## src/hdl/ssdd_pkg.sv

```systemverilog
// Package for the seven-segment digit decoder: item and result types,
// display mode codes, register indexes and the segment lookup.
// No dependencies.
`timescale 1ns / 1ps
`default_nettype none

package ssdd_pkg;

    // widths and limits
    localparam int WORD_W       = 32;
    localparam int BITS_W       = 6;
    localparam int CNT_W        = 4;
    localparam int SEG_W        = 7;
    localparam int MAX_BITS_DEF = 32;
    localparam int QUEUE_DEPTH  = 2;

    // configuration port
    localparam int CFG_IDX_W  = 2;
    localparam int CFG_DATA_W = 6;
    localparam logic [CFG_IDX_W-1:0] CFG_DISPLAY_MODE = 2'd0;
    localparam logic [CFG_IDX_W-1:0] CFG_BIT_COUNT    = 2'd1;

    // reset values of the registers
    localparam logic [1:0]        DISPLAY_MODE_RST = 2'd0;
    localparam logic [BITS_W-1:0] BIT_COUNT_RST    = 6'd8;

    // display modes as classified by the front
    typedef enum logic [1:0] {
        MODE_HEX = 2'd0,
        MODE_RAW = 2'd1,
        MODE_DEC = 2'd2
    } mode_t;

    // raw register codes of display_mode
    localparam logic [1:0] DM_HEX = 2'd0;
    localparam logic [1:0] DM_RAW = 2'd1;
    localparam logic [1:0] DM_DEC = 2'd2;

    typedef struct packed {
        logic [WORD_W-1:0] value;
        logic [WORD_W-1:0] valid_mask;
    } item_t;

    typedef struct packed {
        logic [CNT_W-1:0] digit_position;
        logic [SEG_W-1:0] segments;
        logic [SEG_W-1:0] segment_valid;
        logic             last_digit;
    } result_t;

    // one classified item waiting for the back end
    typedef struct packed {
        logic [WORD_W-1:0] val;
        logic [WORD_W-1:0] vld;
        mode_t             mode;
        logic [CNT_W-1:0]  cnt;
        logic              all_known;
    } job_t;

    // segment pattern of one hex or decimal digit
    function automatic logic [SEG_W-1:0] seg_lookup(input logic [3:0] d);
        logic [SEG_W-1:0] s;
        case (d)
            4'h0:    s = 7'h77;
            4'h1:    s = 7'h24;
            4'h2:    s = 7'h5D;
            4'h3:    s = 7'h6D;
            4'h4:    s = 7'h2E;
            4'h5:    s = 7'h6B;
            4'h6:    s = 7'h7B;
            4'h7:    s = 7'h25;
            4'h8:    s = 7'h7F;
            4'h9:    s = 7'h2F;
            4'hA:    s = 7'h3F;
            4'hB:    s = 7'h7A;
            4'hC:    s = 7'h53;
            4'hD:    s = 7'h7C;
            4'hE:    s = 7'h5B;
            4'hF:    s = 7'h1B;
            default: s = 7'h00;
        endcase
        return s;
    endfunction

endpackage

`default_nettype wire

```

## src/hdl/ssdd_front.sv

```systemverilog
// Front end of the seven-segment digit decoder: configuration registers,
// masking of the input word and digit count per mode.
// Depends on ssdd_pkg.
`timescale 1ns / 1ps
`default_nettype none

module ssdd_front
    import ssdd_pkg::*;
#(
    parameter int MAX_BITS = MAX_BITS_DEF
) (
    input  wire logic                  clk,
    input  wire logic                  rst_n,
    input  wire logic                  cfg_we,
    input  wire logic [CFG_IDX_W-1:0]  cfg_index,
    input  wire logic [CFG_DATA_W-1:0] cfg_data,
    input  wire item_t                 item,
    output job_t                       job
);

    logic [1:0]        display_mode_reg;
    logic [BITS_W-1:0] bit_count_reg;
    logic [BITS_W-1:0] nb;
    logic [WORD_W-1:0] used;
    logic [CNT_W-1:0]  cnt_hex;
    logic [CNT_W-1:0]  cnt_raw;
    logic [CNT_W-1:0]  cnt_dec;
    logic [WORD_W-1:0] vld_full;

    // configuration registers
    always_ff @(posedge clk or negedge rst_n)
    begin
        if (!rst_n)
        begin
            display_mode_reg <= DISPLAY_MODE_RST;
            bit_count_reg    <= BIT_COUNT_RST;
        end
        else if (cfg_we)
        begin
            case (cfg_index)
                CFG_DISPLAY_MODE: display_mode_reg <= cfg_data[1:0];
                CFG_BIT_COUNT:    bit_count_reg    <= cfg_data[BITS_W-1:0];
                default:          ;
            endcase
        end
    end

    // effective width, clamped to 1..MAX_BITS
    always_comb
    begin
        if (bit_count_reg == '0)
            nb = BITS_W'(1);
        else if (bit_count_reg > BITS_W'(MAX_BITS))
            nb = BITS_W'(MAX_BITS);
        else
            nb = bit_count_reg;
    end

    assign used     = {WORD_W{1'b1}} >> (BITS_W'(WORD_W) - nb);
    assign vld_full = item.valid_mask | ~used;

    // digit counts: ceil(n/4), ceil(n/7), decimal digits of 2^n - 1
    assign cnt_hex = CNT_W'((nb + BITS_W'(3)) >> 2);

    always_comb
    begin
        if (nb <= BITS_W'(7))       cnt_raw = 4'd1;
        else if (nb <= BITS_W'(14)) cnt_raw = 4'd2;
        else if (nb <= BITS_W'(21)) cnt_raw = 4'd3;
        else if (nb <= BITS_W'(28)) cnt_raw = 4'd4;
        else                        cnt_raw = 4'd5;
    end

    always_comb
    begin
        if (nb <= BITS_W'(3))       cnt_dec = 4'd1;
        else if (nb <= BITS_W'(6))  cnt_dec = 4'd2;
        else if (nb <= BITS_W'(9))  cnt_dec = 4'd3;
        else if (nb <= BITS_W'(13)) cnt_dec = 4'd4;
        else if (nb <= BITS_W'(16)) cnt_dec = 4'd5;
        else if (nb <= BITS_W'(19)) cnt_dec = 4'd6;
        else if (nb <= BITS_W'(23)) cnt_dec = 4'd7;
        else if (nb <= BITS_W'(26)) cnt_dec = 4'd8;
        else if (nb <= BITS_W'(29)) cnt_dec = 4'd9;
        else                        cnt_dec = 4'd10;
    end

    // classify the item for the back end
    always_comb
    begin
        job.val       = item.value & used;
        job.vld       = vld_full;
        job.all_known = &vld_full;
        case (display_mode_reg)
            DM_RAW:
            begin
                job.mode = MODE_RAW;
                job.cnt  = cnt_raw;
            end
            DM_DEC:
            begin
                job.mode = MODE_DEC;
                job.cnt  = cnt_dec;
            end
            default:
            begin
                job.mode = MODE_HEX;
                job.cnt  = cnt_hex;
            end
        endcase
    end

endmodule

`default_nettype wire

```

## config.mk

```make
export PLATFORM = sky130hd
export DESIGN_NAME = ssdd_front
export DESIGN_NICKNAME = d
export VERILOG_FILES = /design/src/hdl/ssdd_pkg.sv /design/src/hdl/ssdd_front.sv
export SDC_FILE = /design/constraint.sdc
export NUM_CORES = 1
export LEC_CHECK = 0
export ABC_AREA = 1
export BUFFER_PORTS_ARGS = -buffer_cell sky130_fd_sc_hd__buf_2
export CORE_MARGIN = 5
export CORE_UTILIZATION = 41
export DETAILED_ROUTE_END_ITERATION = 6
export PLACE_DENSITY = 0.88
export SYNTH_ARGS = -nofsm -noshare
export SYNTH_HDL_FRONTEND = slang
export SYNTH_SLANG_ARGS = --single-unit
```

## constraint.sdc

```tcl
create_clock -name clk -period 3.18 [get_ports clk]
set_input_delay 0.477 -clock clk [delete_from_list [all_inputs] [get_ports clk]]
set_output_delay 0.477 -clock clk [all_outputs]
set_load 0.03 [all_outputs]
```

==> flow_summary.toml <==
[setup_path]
cp_max_fo = 31
critPathKind = "reg2out"
cp.required_ns = 2.70
arrival_ns = 2.76
r2r_cells = 4
cp-start-kind = "flip-flop"
cp-end-kind = "output pin"

[drt]
drt-met1-wl_microns = 2830
routed.top_layer = "met4"
via_count = 2638
route.met3.wl_microns = 646
drc_errors = 0
drtIter0Drc = 157
wirelength_microns = 7940
wl_per_cell_microns = 15.2
route.met2.wl_microns = 4200
firstDrtPassIters = 4
antenna_left = 0
viasPerCell = 5.04

[yosys]
netlist_instances = 302
yosys_warnings = 0
synth_top_cell_by_area = "nand2_1"
synthTopCellsByArea = "nand2_1, inv_1, dfrtp_1"
avgSynthCellArea_sq_um = 6.22
ys_seq_elements = 8
syn_area_sq_mm = 0.00188
seq_area_frac_synth_pct = 10.7
syn_nets = 385
netlist.area_leader.share_pct = 13.0
synthDistinctLibCells = 43

[cts]
cts_sinks = 8
cts_buffers = 3
root_buffer = "clkbuf_8"
cts_hold_buffers = 0
clkTransAtPathRegs_ns = 0.04
cts_tree = "yes"
worstSkewPairLatency_ns = 0.23
clock_path_buffers = 2
cts_max_level = 1

[global_routing]
track_usage_pct = 23.3
antenna_found_initial = 0
grt.overflow.total = 0
grt_pass1_vias = 2515
grt_pass1_wl_microns = 11800
grt_start_max_net_pins = 32

[run]
drv_cap = 0

[power]
power_switching_mw = 1.23
power_frac_seq_pct = 6.7
internal_power_uw = 811
ir_drop_uv = 337
power.density_mw_per_mm2 = 679
finalPower_mw = 2.05
p_comb_share_pct = 87.0
p_leak_nw = 1.75
swShare_pct = 60.4
clkPwrFrac_pct = 6.3

[die]
rows = 24
dieArea_sq_mm = 0.00604
die_x_microns = 77.7
start_util_pct = 42.6
ios = 146
coreArea_sq_mm = 0.00441
die_h_microns = 77.7

[placement]
place_area_sq_mm = 0.00276
dpl.hpwl_microns = 6250
portBuffers = 143
gp_congestion = 0.949

[timing]
skew_ns = 0
maxSlewHeadroom_pct = 73.8
fin_hold_ws_ns = 0.0767
drv_slew = 0
period_needed_ns = 3.23
finalWorstSetupSlack_ns = -0.0521
rsz0062_at_grt = "true"
tightest_slew_ns = 0.392
finalSetupTns_ns = -0.0997
fmax_mhz = 309
setup_viol = 2
fin_crit_sh_pct = 102
finalHoldViolCount = 0

[run_status]
status = "finished, violations left"
violations = "negative setup slack"

[cells_and_area]
antenna_cells = 0
final_area_sq_mm = 0.00301
drive_above_1_share_pct = 49.3
fill_cells = 376
nNetsFinal = 555
largest_register_ffs = 6
post-route-util_pct = 68.3
mostFrequentLayoutCells = "buf_2, nand2_1, inv_1"
syn2layout_area_growth_pct = 60.3
final_common_cell = "buf_2"

[min_path]
min_path_type = "in2async"
==> worst max-delay path: stages (launching register included) <==
cell and delay, ns:
dfstp_2 0.53, nor2_2 0.06, nand3_2 0.08, nand2_4 0.07, a21oi_4 0.15, ha_4 0.15
buf_6 0.11, nand3_4 0.08, xor2_4 0.27, inv_2 0.08, buf_12 0.18, nand3b_1 0.12
nand2_1 0.07, inv_1 0.07, nand2_1 0.06, nor2_1 0.13, nand2_1 0.10, nor2_4 0.09
buf_6 0.13
==> metrics by stage <==
stage,cells,setup WS [ns]
2_1_floorplan,302,0.00929
3_3_place_gp,502,0.0329
3_5_place_dp,502,-0.00800
4_1_cts,516,0.00566
5_1_grt,523,-0.257
6_report,523,-0.0521
==> power groups by stage <==
stage                     combinational (mW)  sequential, mW  clock [mW]
after floorplan                         1.17           0.137           0
after global placement                  1.60           0.138           0
after detailed placement                1.63           0.139           0
after CTS                               1.70           0.136       0.133
after global routing                    1.91           0.139       0.137
final                                   1.78           0.137       0.129
==> layer usage <==
| metal | vias to the layer above | track usage, % |
|---|---|---|
| li1 | 1307 | - |
| met1 | 1179 | 25.5 |
| met2 | 129 | 43.7 |
| met3 | 23 | 4.28 |
| met4 | 0 | 8.93 |
| met5 | - | 0 |
==> synth_stat cells, drive strengths merged <==
master and instances:
buf 6, nand3 14, o211ai 1, nor2 31
o311ai 1, nand3b 9, o21ai 13, nor3b 7
and3 8, o22ai 1, dfrtp 7, nand4 14
ha 8, and2 3, nand2 72, xor2 1
a21oi 11, o21a 4, a21boi 7, a31oi 1
o31ai 2, or2 1, a32o 1, dfstp 1
a41oi 1, clkbuf 6, inv 67, o21bai 4
==> area by class of cell <==
| type | instances | area, sq um | area share (%) |
|---|---|---|---|
| Clock buffer | 4 | 45.0 | 1.50 |
| Inverter | 67 | 254 | 8.43 |
| Multi-Input combinational cell | 215 | 1440 | 47.6 |
| Sequential cell | 8 | 203 | 6.73 |
| Tap cell | 52 | 65.1 | 2.16 |
| Timing Repair Buffer | 177 | 1010 | 33.6 |
==> path summary, 6_finish.rpt <==
path | from | endpoint | slack [ns]
max | bit_count_reg[3] | job[0] | -0.05
min in group clk | cfg_data[3] | bit_count_reg[3] | 0.49
min | rst_n | bit_count_reg[4] | 0.08
max in group asynchronous | rst_n | bit_count_reg[3] | 2.87
max reg2reg | bit_count_reg[3] | bit_count_reg[3] | 2.17
min reg2reg | display_mode_reg[0] | display_mode_reg[0] | 0.53
==> cells by family after synthesis <==
logic type,count (synthesis),share of synthesized area [%]
and+or+nand+nor,159,46.6
buffers and inverters,79,18.4
AOI/OAI and AO/OA,47,17.5
adders and majority gates,8,5.33
DFF,8,10.7
xor gates and xnor gates,1,1.46
==> what timing repair did <==
item / CTS / global route
cloned: 0 / 1
buffers inserted: 10 / 6
setup endpoints to repair: 1 / 5
pin swaps: 6 / 3
gates resized for setup: 17 / 12
(Power assumes the default switching activity.)
