===== config.mk =====
export PLATFORM = sky130hd
export DESIGN_NAME = ssdd_queue
export DESIGN_NICKNAME = d
export VERILOG_FILES = /design/src/hdl/ssdd_pkg.sv /design/src/hdl/ssdd_queue.sv
export SDC_FILE = /design/constraint.sdc
export NUM_CORES = 1
export LEC_CHECK = 0
export BUFFER_PORTS_ARGS = -buffer_cell sky130_fd_sc_hd__buf_2
export CAP_MARGIN = 40
export CORE_MARGIN = 2
export CORE_UTILIZATION = 45
export CTS_CLUSTER_DIAMETER = 50
export DETAILED_ROUTE_END_ITERATION = 7
export GPL_TIMING_DRIVEN = 0
export PLACE_DENSITY = 0.72
export SLEW_MARGIN = 20
export SYNTH_ARGS = -nofsm -noshare
export SYNTH_HDL_FRONTEND = slang
export SYNTH_SLANG_ARGS = --single-unit

===== constraint.sdc =====
create_clock -name clk -period 3.85 [get_ports clk]
set_input_delay 0.385 -clock clk [delete_from_list [all_inputs] [get_ports clk]]
set_output_delay 0.385 -clock clk [all_outputs]
set_load 0.03 [all_outputs]

===== src/hdl/ssdd_pkg.sv =====
// Package for the seven-segment digit decoder: item and result types,
// display mode codes, register indexes and the segment lookup.
// No dependencies.
`timescale 1ns / 1ps
`default_nettype none

package ssdd_pkg;

    // widths and limits
    localparam int WORD_W       = 32;
    localparam int BITS_W       = 6;
    localparam int CNT_W        = 4;
    localparam int SEG_W        = 7;
    localparam int MAX_BITS_DEF = 32;
    localparam int QUEUE_DEPTH  = 2;

    // configuration port
    localparam int CFG_IDX_W  = 2;
    localparam int CFG_DATA_W = 6;
    localparam logic [CFG_IDX_W-1:0] CFG_DISPLAY_MODE = 2'd0;
    localparam logic [CFG_IDX_W-1:0] CFG_BIT_COUNT    = 2'd1;

    // reset values of the registers
    localparam logic [1:0]        DISPLAY_MODE_RST = 2'd0;
    localparam logic [BITS_W-1:0] BIT_COUNT_RST    = 6'd8;

    // display modes as classified by the front
    typedef enum logic [1:0] {
        MODE_HEX = 2'd0,
        MODE_RAW = 2'd1,
        MODE_DEC = 2'd2
    } mode_t;

    // raw register codes of display_mode
    localparam logic [1:0] DM_HEX = 2'd0;
    localparam logic [1:0] DM_RAW = 2'd1;
    localparam logic [1:0] DM_DEC = 2'd2;

    typedef struct packed {
        logic [WORD_W-1:0] value;
        logic [WORD_W-1:0] valid_mask;
    } item_t;

    typedef struct packed {
        logic [CNT_W-1:0] digit_position;
        logic [SEG_W-1:0] segments;
        logic [SEG_W-1:0] segment_valid;
        logic             last_digit;
    } result_t;

    // one classified item waiting for the back end
    typedef struct packed {
        logic [WORD_W-1:0] val;
        logic [WORD_W-1:0] vld;
        mode_t             mode;
        logic [CNT_W-1:0]  cnt;
        logic              all_known;
    } job_t;

    // segment pattern of one hex or decimal digit
    function automatic logic [SEG_W-1:0] seg_lookup(input logic [3:0] d);
        logic [SEG_W-1:0] s;
        case (d)
            4'h0:    s = 7'h77;
            4'h1:    s = 7'h24;
            4'h2:    s = 7'h5D;
            4'h3:    s = 7'h6D;
            4'h4:    s = 7'h2E;
            4'h5:    s = 7'h6B;
            4'h6:    s = 7'h7B;
            4'h7:    s = 7'h25;
            4'h8:    s = 7'h7F;
            4'h9:    s = 7'h2F;
            4'hA:    s = 7'h3F;
            4'hB:    s = 7'h7A;
            4'hC:    s = 7'h53;
            4'hD:    s = 7'h7C;
            4'hE:    s = 7'h5B;
            4'hF:    s = 7'h1B;
            default: s = 7'h00;
        endcase
        return s;
    endfunction

endpackage

`default_nettype wire


===== src/hdl/ssdd_queue.sv =====
// Short queue of classified items between the front and back ends
// of the seven-segment digit decoder.
// Depends on ssdd_pkg.
`timescale 1ns / 1ps
`default_nettype none

module ssdd_queue
    import ssdd_pkg::*;
#(
    parameter int DEPTH = QUEUE_DEPTH
) (
    input  wire logic clk,
    input  wire logic rst_n,
    input  wire logic push,
    input  wire job_t push_job,
    input  wire logic pop,
    output job_t      head,
    output logic      empty,
    output logic      full
);

    localparam int PTR_W = (DEPTH > 1) ? $clog2(DEPTH) : 1;
    localparam int CNT_W_Q = $clog2(DEPTH + 1);

    job_t               slot_reg [DEPTH];
    logic [PTR_W-1:0]   wr_ptr_reg;
    logic [PTR_W-1:0]   rd_ptr_reg;
    logic [CNT_W_Q-1:0] fill_reg;

    assign empty = (fill_reg == '0);
    assign full  = (fill_reg == CNT_W_Q'(DEPTH));
    assign head  = slot_reg[rd_ptr_reg];

    // storage
    always_ff @(posedge clk)
    begin
        if (push)
            slot_reg[wr_ptr_reg] <= push_job;
    end

    // pointers and fill level
    always_ff @(posedge clk or negedge rst_n)
    begin
        if (!rst_n)
        begin
            wr_ptr_reg <= '0;
            rd_ptr_reg <= '0;
            fill_reg   <= '0;
        end
        else
        begin
            if (push)
                wr_ptr_reg <= (wr_ptr_reg == PTR_W'(DEPTH - 1)) ? '0 : wr_ptr_reg + 1'b1;
            if (pop)
                rd_ptr_reg <= (rd_ptr_reg == PTR_W'(DEPTH - 1)) ? '0 : rd_ptr_reg + 1'b1;
            if (push && !pop)
                fill_reg <= fill_reg + 1'b1;
            else if (pop && !push)
                fill_reg <= fill_reg - 1'b1;
        end
    end

endmodule

`default_nettype wire


==> results of run 1 <==
==> logic make-up (layout without fill, tap and decap cells) <==
| family | after synthesis | in the layout | synth area share (%) |
|---|---|---|---|
| AND/OR/NAND/NOR | 5 | 5 | 0.464 |
| buffers and inverters | 9 | 192 | 2.74 |
| adder cells (fa/ha/maj) | 1 | 1 | 0.221 |
| XOR/XNOR | 5 | 5 | 0.774 |
| multiplexers | 71 | 71 | 18.7 |
| flip-flops | 146 | 146 | 77.1 |
==> worst max-delay path, cell delays in order, from the launching register on <==
cell and delay (ns):
dfrtp_1 0.34, buf_6 0.22, buf_12 0.18, mux2_4 0.30, buf_2 0.18
==> cell type report <==
| class | instances | area [sq um] | share of cell area (%) |
|---|---|---|---|
| plain buffers | 8 | 151 | 2.05 |
| clock buffers | 18 | 429 | 5.81 |
| clock inverters | 13 | 239 | 3.23 |
| inverters | 1 | 3.75 | 0.0508 |
| multi-input cells | 82 | 1150 | 15.6 |
| flip-flops and latches | 146 | 4360 | 59.1 |
| well taps | 168 | 210 | 2.84 |
| repair buffers | 152 | 841 | 11.4 |
==> power by group <==
group,switching [mW],leakage (nW),internal (mW)
Combinational,1.32,1.32,0.991
Clock,0.577,0.322,1.27
Sequential,0.0867,1.38,2.11
==> stage by stage <==
stage	setup TNS [ns]	setup slack, ns	hold WS (ns)	std cells	cell area (sq um)
6_report	0	1.83	0.163	588	7390
3_3_place_gp	-0.116	-0.00518	0.192	552	6610
5_1_grt	0	1.75	0.141	588	7390
2_1_floorplan	0	1.16	0.0894	237	5660
3_5_place_dp	0	2.08	0.197	556	6710
4_1_cts	0	1.78	0.140	588	7390
==> worst max path at each step <==
stage,from,endpoint,slack (ns),depth (start not counted)
2_1_floorplan,wr_ptr_reg,slot_reg[0][0],1.16,1
3_3_place_gp,push,slot_reg[0][62],-0.005,2
3_5_place_dp,push,slot_reg[0][62],2.08,4
4_1_cts,rd_ptr_reg,head[1],1.78,4
5_1_grt,rd_ptr_reg,head[29],1.75,4
6_report,rd_ptr_reg,head[4],1.83,4
==> layout by cell type (no fill, tap or decap) <==
cell | Yosys | final
dlygate4sd3_1 | 0 | 1
clkinv_2 | 0 | 2
nor2b_4 | 0 | 1
buf_6 | 1 | 1
clkinvlp_4 | 0 | 1
buf_12 | 7 | 9
dfrtp_1 | 4 | 4
xnor2_1 | 1 | 1
mux2_4 | 69 | 69
buf_2 | 0 | 147
clkbuf_16 | 0 | 17
nor2_1 | 2 | 2
edfxtp_1 | 142 | 142
and2_4 | 0 | 1
ha_1 | 1 | 1
clkinv_1 | 0 | 3
inv_1 | 1 | 1
clkbuf_1 | 0 | 1
xor2_1 | 4 | 4
nor2b_1 | 2 | 1
bufinv_16 | 0 | 7
mux2_2 | 2 | 2
buf_16 | 0 | 2
==> metal layers <==
layer	up-vias	GRT usage, %
li1	1281	-
met1	1349	16.4
met2	90	25.9
met3	11	5.09
met4	0	6.90
met5	-	0
==> metrics, run 1 <==
die area=13,500 sq um; Tcrit/Tclk final=52.6%; met2 wire len=4970 um; syn_area_per_cell=23.9 sq um; RSZ-0062 raised after global routing=no; P per Cell Area=859 nW/um^2; Final Net Count=484; H-tree levels=4; global-route wire length before repair=14,500 um; Syn Inst Count=237; static leakage=3.03 nW; number of flops mapped to enable cells by yosys=142; slew margin rel.=66.3%; number of flip-flops in the largest register=142; synth top area cells=edfxtp_1 75%, mux2_4 18%, buf_12 2.5%, dfrtp_1 1.8%, xor2_1 0.62%; clk_lat worst skew=0.41 ns; Post-synth top flop=edfxtp_1; hold path start=push_job[65]; top layer in use=met4; Post-route DRC=0; startpoint types=flip-flop; post-route clock skew=0.00368 ns; largest net degree at the start of global routing=40; #FFs+latches synth=146; number of distinct library cells after synthesis=13; # hold bufs at CTS=1; met1 wire length=3840 um; Routed Antenna Nets=0; Hold Crit Class=in -> reg; Port Buffers=147; RR Startpoint=wr_ptr_reg; Post-CTS Resized=0; Core Rows=40; fin. max-slew vios=0; sequential-to-total area share from yosys stat=77.1%; Worst-Margin Slew=0.504 ns; vias per cell=4.64; Tot Pwr=6.35 mW; Die Height=116 um; critical path data arrival time=1.64 ns; Synth-to-Final Area Change=30.5%; top cell type's share of synthesized area=75.3%; CTS buffer count=17; Post-Syn Nets=313; antenna violations before repair=0; Crit Path Class=reg -> out; MaxCap Viol Count=0; most frequent cell after synthesis=edfxtp_1; Hold Path Stages=1; # clock sinks=146; Fill cells=907; Pre-antenna DRT Iters=4; post-DP HPWL=6460 um; fin util=60.8%; Synth top cells by count=142 x edfxtp_1, 69 x mux2_4, 7 x buf_12; gr ovfl total=0; fraction of layout cells with a size suffix above 1=61.7%; clock-pin slew on the worst setup and hold paths=0.06 ns; mapped cell area=5660 sq um; Reg2Reg Setup Slack=2.23 ns; CTS Buffer Depth=2; Worst R2R Path Depth=3; number of global-route vias before repair=2,938; endpoint class of the critical path=primary output; post-DR wirelength/cell=16.2 um; initial core utilization=46.5%; worst reg2reg endpoint=slot_reg[0][10]; GRT Util Overall=14.8%; CTS tree=done; IO Pins=148; DR iter-0 viols=124; Post-CTS Setup Inserts=0; status=finished clean; GP Congestion=0.643; crit-path max FO=10; Yosys warning count=0; DRT Wirelength=9540 um; Root Driver=clkbuf_16; final hold vios=0; Highest Clock Rate=494 MHz; maximum vdd drop=0.549 mV; most area-hungry cell type in the Yosys netlist=edfxtp_1; Ant. Diodes=0; vias=2,731; endpoints failing setup=0; fin crit period=2.02 ns; Die W=116 um; Worst Hold Endpoint=slot_reg[0][65]; Met3 Wirelength=576 um; Core Region=12,200 sq um; Worst EP required=3.46 ns; Post-synth ARST share=2.74%
No activity file was read; power rests on OpenSTA's default activity.
==> inputs of run 2 (changes only) <==
- PLACE_DENSITY: 0.72 -> 0.7
- clock period: 3.85 -> 2 ns (I/O delays scaled with it)
==> run 2 against run 1 <==
Against the previous run: first-iteration DRC count increased by 37%; core utilization increased by 5.5 points; via count increased by 11%; largest cell class unchanged; sequential power increased by 93%; global-route usage increased by 1.1 points; design area increased by 9.0%; setup slack got worse by 1.7 ns; clock power increased by 73%.
==> metrics, run 2 (same netlist as run 1, synthesis figures left out) <==
CTS buffer count=17; layer with the highest usage=met2; placed insts=556; startpoint types=flip-flop; H-tree levels=4; slowest stage delay, CP=0.35 ns; antenna violations before repair=0; number of global-route vias before repair=3,299; post-route clock skew=0.00620 ns; setup ws final=0.161 ns; RR Startpoint=wr_ptr_reg; most frequent cells in the layout=147 x buf_2, 142 x edfxtp_1, 73 x dlygate4sd3_1; DR iter-0 viols=170; Die W=116 um; fin crit period=1.84 ns; WP depth=4; Tot Pwr=12.0 mW; Reg2Reg Setup Slack=0.27 ns; Net Sw Frac=32.2%; endpoint class of the critical path=primary output; worst setup path end=head[16]; final hold vios=0; Core Region=12,200 sq um; delay-heaviest family, CP=buffers and inverters; post-DR wirelength/cell=15.6 um; met3 Track Usage GR=4.83%; GP Congestion=0.673; critical path data arrival time=1.64 ns; Worst R2R Path Depth=3; # hold bufs at CTS=73; Root Driver=clkbuf_16; Hold Crit Class=in -> reg; Post-CTS Setup Inserts=0; DP Worst Slack=0.242 ns; Core Rows=40; Psw=3.87 mW; global-route wire length before repair=15,700 um; worst reg2reg endpoint=slot_reg[0][20]; fin. max-slew vios=0; Sequential Power Share=35.3%; vias=3,018; commonest non-fill, non-tap cell in the layout=buf_2; Routed Antenna Nets=0; Post-route DRC=0; post-route insts no fill=661; Port Buffers=147; Post-CTS Resized=0; CTS Buffer Depth=2; status=finished clean; Reg area=4360 sq um; # clock sinks=146; Synth-to-Final Area Change=42.4%; largest net degree at the start of global routing=51; fraction of layout cells with a size suffix above 1=52.6%; IO Pins=148; Comb pwr share=38.2%; vias per cell=4.57; setup tns final=0 ns; CTS tree=done; clock share of power=26.6%; Fill cells=843; endpoints failing setup=0; CP Launch Point=rd_ptr_reg; P_int=8.14 mW; Worst EP required=1.80 ns; number of flip-flops in the largest register=142; P per Cell Area=1490 nW/um^2; met1 Use GR=18.3%; Tcrit/Tclk final=92.0%; M2 GR Usage=27.4%; crit-path max FO=10; slew margin rel.=55.7%; clock-pin slew on the worst setup and hold paths=0.06 ns; Worst-Margin Slew=0.663 ns; gr ovfl total=0; DRT Wirelength=10,300 um; clk_lat worst skew=0.41 ns; post-DP HPWL=6430 um; static leakage=3.31 nW; die area=13,500 sq um; Pre-antenna DRT Iters=4; initial core utilization=46.5%; Crit Path Class=reg -> out; GRT Util Overall=16.0%; Final Net Count=556; Highest Clock Rate=544 MHz; Critical path buffers and inverters=3; CP cell instances=buf_6 -> buf_12 -> mux2_4 -> buf_2; maximum vdd drop=0.858 mV; slowest CP cell=dfrtp_1; RSZ-0062 raised after global routing=no; MaxCap Viol Count=0; area of the multi-input gates=1150 sq um; Die Height=116 um
==> run 2: cell types whose count changed in the layout (fill, tap and decap cells not counted), sizes merged <==
| cell | before | now |
|---|---|---|
| bufinv | 7 | 4 |
| clkbuf | 18 | 19 |
| clkinv | 5 | 8 |
| clkinvlp | 1 | 0 |
| diode | 0 | 1 |
| dlygate4sd3 | 1 | 73 |
==> run 2: metrics by stage <==
step | utilization (%) | cell area, sq um | hold WS [ns]
detailed placement | 55.3 | 6730 | 0.0115
global route | 66.2 | 8060 | 0.0553
floorplan | - | 5670 | -0.0956
CTS | 66.2 | 8060 | 0.0192
global placement | 54.4 | 6620 | 0.00751
finish | 66.3 | 8060 | 0.0325
==> run 2: cell type report <==
| class | instances | share of cell area [%] |
|---|---|---|
| diodes | 1 | 0.0311 |
| plain buffers | 8 | 1.88 |
| clock buffers | 19 | 5.37 |
| flip-flops and latches | 146 | 54.2 |
| repair buffers | 224 | 19.6 |
| well taps | 168 | 2.61 |
| inverters | 1 | 0.0466 |
| clock inverters | 12 | 2.05 |
| multi-input cells | 82 | 14.3 |
==> run 2: how the worst min path moves through the flow <==
stage | start | end | slack, ns | depth (start not counted)
2_1_floorplan | rst_n | fill_reg[0] | -0.1 | 0
3_3_place_gp | rst_n | fill_reg[1] | 0.008 | 1
3_5_place_dp | rst_n | fill_reg[1] | 0.01 | 1
4_1_cts | push | wr_ptr_reg | 0.02 | 2
5_1_grt | push | wr_ptr_reg | 0.06 | 2
6_report | push | wr_ptr_reg | 0.03 | 2
==> run 2: power groups by stage <==
stage | clock [mW] | sequential [mW] | combinational, mW
2_1_floorplan | 0 | 4.26 | 3.43
3_3_place_gp | 0 | 4.29 | 4.35
3_5_place_dp | 0 | 4.30 | 4.53
4_1_cts | 3.25 | 4.24 | 4.65
5_1_grt | 3.38 | 4.29 | 4.85
6_report | 3.19 | 4.24 | 4.58
==> run 2: per-layer routing <==
layer	part of all wire (%)	vias to the layer above
met4	1.7	0
met2	53	105
met3	5.6	17
met1	39	1472
li1	-	1424
met5	0	-
==> inputs of run 3 (changes only) <==
- clock period: 2 -> 1.7 ns (I/O delays scaled with it)
==> run 3 against run 2 <==
Against the previous run: critical path type unchanged; critical endpoint is now head[60]; non-clock buffer count increased by 3; the flow now finishes with violations (negative setup slack); final cell count grew 0.45%; register-to-register slack worse by 0.05 ns; via count is 0.63% higher.
==> metrics, run 3 (same netlist as run 1, synthesis figures left out) <==
GRT Util Overall=16.7%; WP depth=4; GP Congestion=0.673; slowest stage delay, CP=0.40 ns; MaxCap Viol Count=0; P_int=10.4 mW; Final Net Count=559; # clock sinks=146; Post-route DRC=0; Die Height=116 um; most frequent cells in the layout=142 x edfxtp_1, 78 x buf_2, 74 x dlygate4sd3_1; slowest CP cell=dfrtp_1; Port Buffers=147; vias per cell=4.57; startpoint types=flip-flop; post-DP HPWL=6430 um; clock-pin slew on the worst setup and hold paths=0.06 ns; placed insts=556; vias=3,037; Pre-antenna DRT Iters=6; CTS buffer count=17; static leakage=3.47 nW; global-route wire length before repair=16,400 um; commonest non-fill, non-tap cell in the layout=edfxtp_1; H-tree levels=4; DRT Wirelength=10,900 um; Highest Clock Rate=570 MHz; crit-path max FO=10; Worst-Margin Slew=0.353 ns; status=complete, but fails checks; Synth-to-Final Area Change=50.6%; final hold vios=0; maximum vdd drop=0.943 mV; slew margin rel.=76.5%; Net Sw Frac=31.3%; P per Cell Area=1780 nW/um^2; clock share of power=24.7%; Root Driver=clkbuf_16; fin util=70.1%; endpoint class of the critical path=primary output; CTS tree=done; Sequential Power Share=32.8%; Die W=116 um; Tcrit/Tclk final=103%; Fill cells=779; Psw=4.76 mW; RSZ-0062 raised after global routing=yes; Critical path buffers and inverters=3; Worst EP required=1.53 ns; Worst R2R Path Depth=2; clk_lat worst skew=0.41 ns; post-route clock skew=0.00522 ns; delay-heaviest family, CP=buffers and inverters; setup ws final=-0.0559 ns; number of global-route vias before repair=3,339; number of flip-flops in the largest register=142; CTS Buffer Depth=2; Crit Path Class=reg -> out; failing checks=negative setup slack; Core Rows=40; Routed Antenna Nets=0; gr ovfl total=0; fraction of layout cells with a size suffix above 1=52.7%; IO Pins=148; Worst path most repeated cell=buf_12; CP cell instances=buf_12 -> buf_12 -> mux2_4 -> buf_6; antenna violations before repair=0; DP Worst Slack=-0.0582 ns; Core Region=12,200 sq um; setup tns final=-2.79 ns; Comb pwr share=42.4%; initial core utilization=46.5%; DR iter-0 viols=172; Hold Crit Class=in -> async; die area=13,500 sq um; fin crit period=1.76 ns; critical path data arrival time=1.59 ns; largest net degree at the start of global routing=51; fin. max-slew vios=0; endpoints failing setup=69; post-route insts no fill=664; post-DR wirelength/cell=16.4 um
-- run 3: power groups by stage --
stage                     sequential [mW]  clock (mW)  combinational, mW
final                                4.99        3.76               6.45
after global routing                 5.05        3.98               6.76
after CTS                            4.99        3.83               6.49
after detailed placement             5.06           0               5.33
after global placement               5.04           0               5.12
after floorplan                      5.01           0               4.04
-- run 3: worst paths after layout --
path                              startpoint              end  slack (ns)
worst max-delay path              rd_ptr_reg         head[60]       -0.06
worst min register to register   fill_reg[1]      fill_reg[1]        0.50
worst max register to register    wr_ptr_reg  slot_reg[1][20]        0.22
min in group clk                push_job[43]  slot_reg[1][43]        0.48
worst min-delay path                   rst_n      fill_reg[0]        0.11
max in group asynchronous              rst_n       wr_ptr_reg        1.47
-- run 3: layer usage --
metal / track usage (%) / part of all wire [%]
met4: 8.10 / 1.1
met3: 4.98 / 5.3
met1: 18.4 / 39
met2: 29.7 / 55
met5: 0 / 0
-- run 3: cell type report --
cell class	instances	area (sq um)	share of cell area [%]
sequential	146	4360	51.2
timing repair buffer	227	2030	23.9
multi-input combinational	82	1150	13.5
clock buffer	19	433	5.08
tap	168	210	2.47
clock inverter	12	165	1.94
buffer	8	160	1.88
inverter	1	3.75	0.0440
antenna	1	2.50	0.0294
-- run 3: metrics by stage --
| stage | hold slack [ns] | power (mW) | cell area (sq um) |
|---|---|---|---|
| finish | 0.109 | 15.2 | 8520 |
| global route | 0.102 | 15.8 | 8520 |
| CTS | 0.0678 | 15.3 | 8520 |
| detailed placement | -0.0185 | 10.4 | 6730 |
| global placement | -0.0225 | 10.2 | 6620 |
| floorplan | -0.126 | 9.05 | 5670 |
-- run 3: what timing repair did --
item                                   in CTS  in global routing
gates cloned                                0                  0
hold buffers                               74                  0
buffers inserted                            2                  0
resized for setup                         139                  1
endpoints found under the hold margin     148                  0
setup endpoints to repair                  89                 71
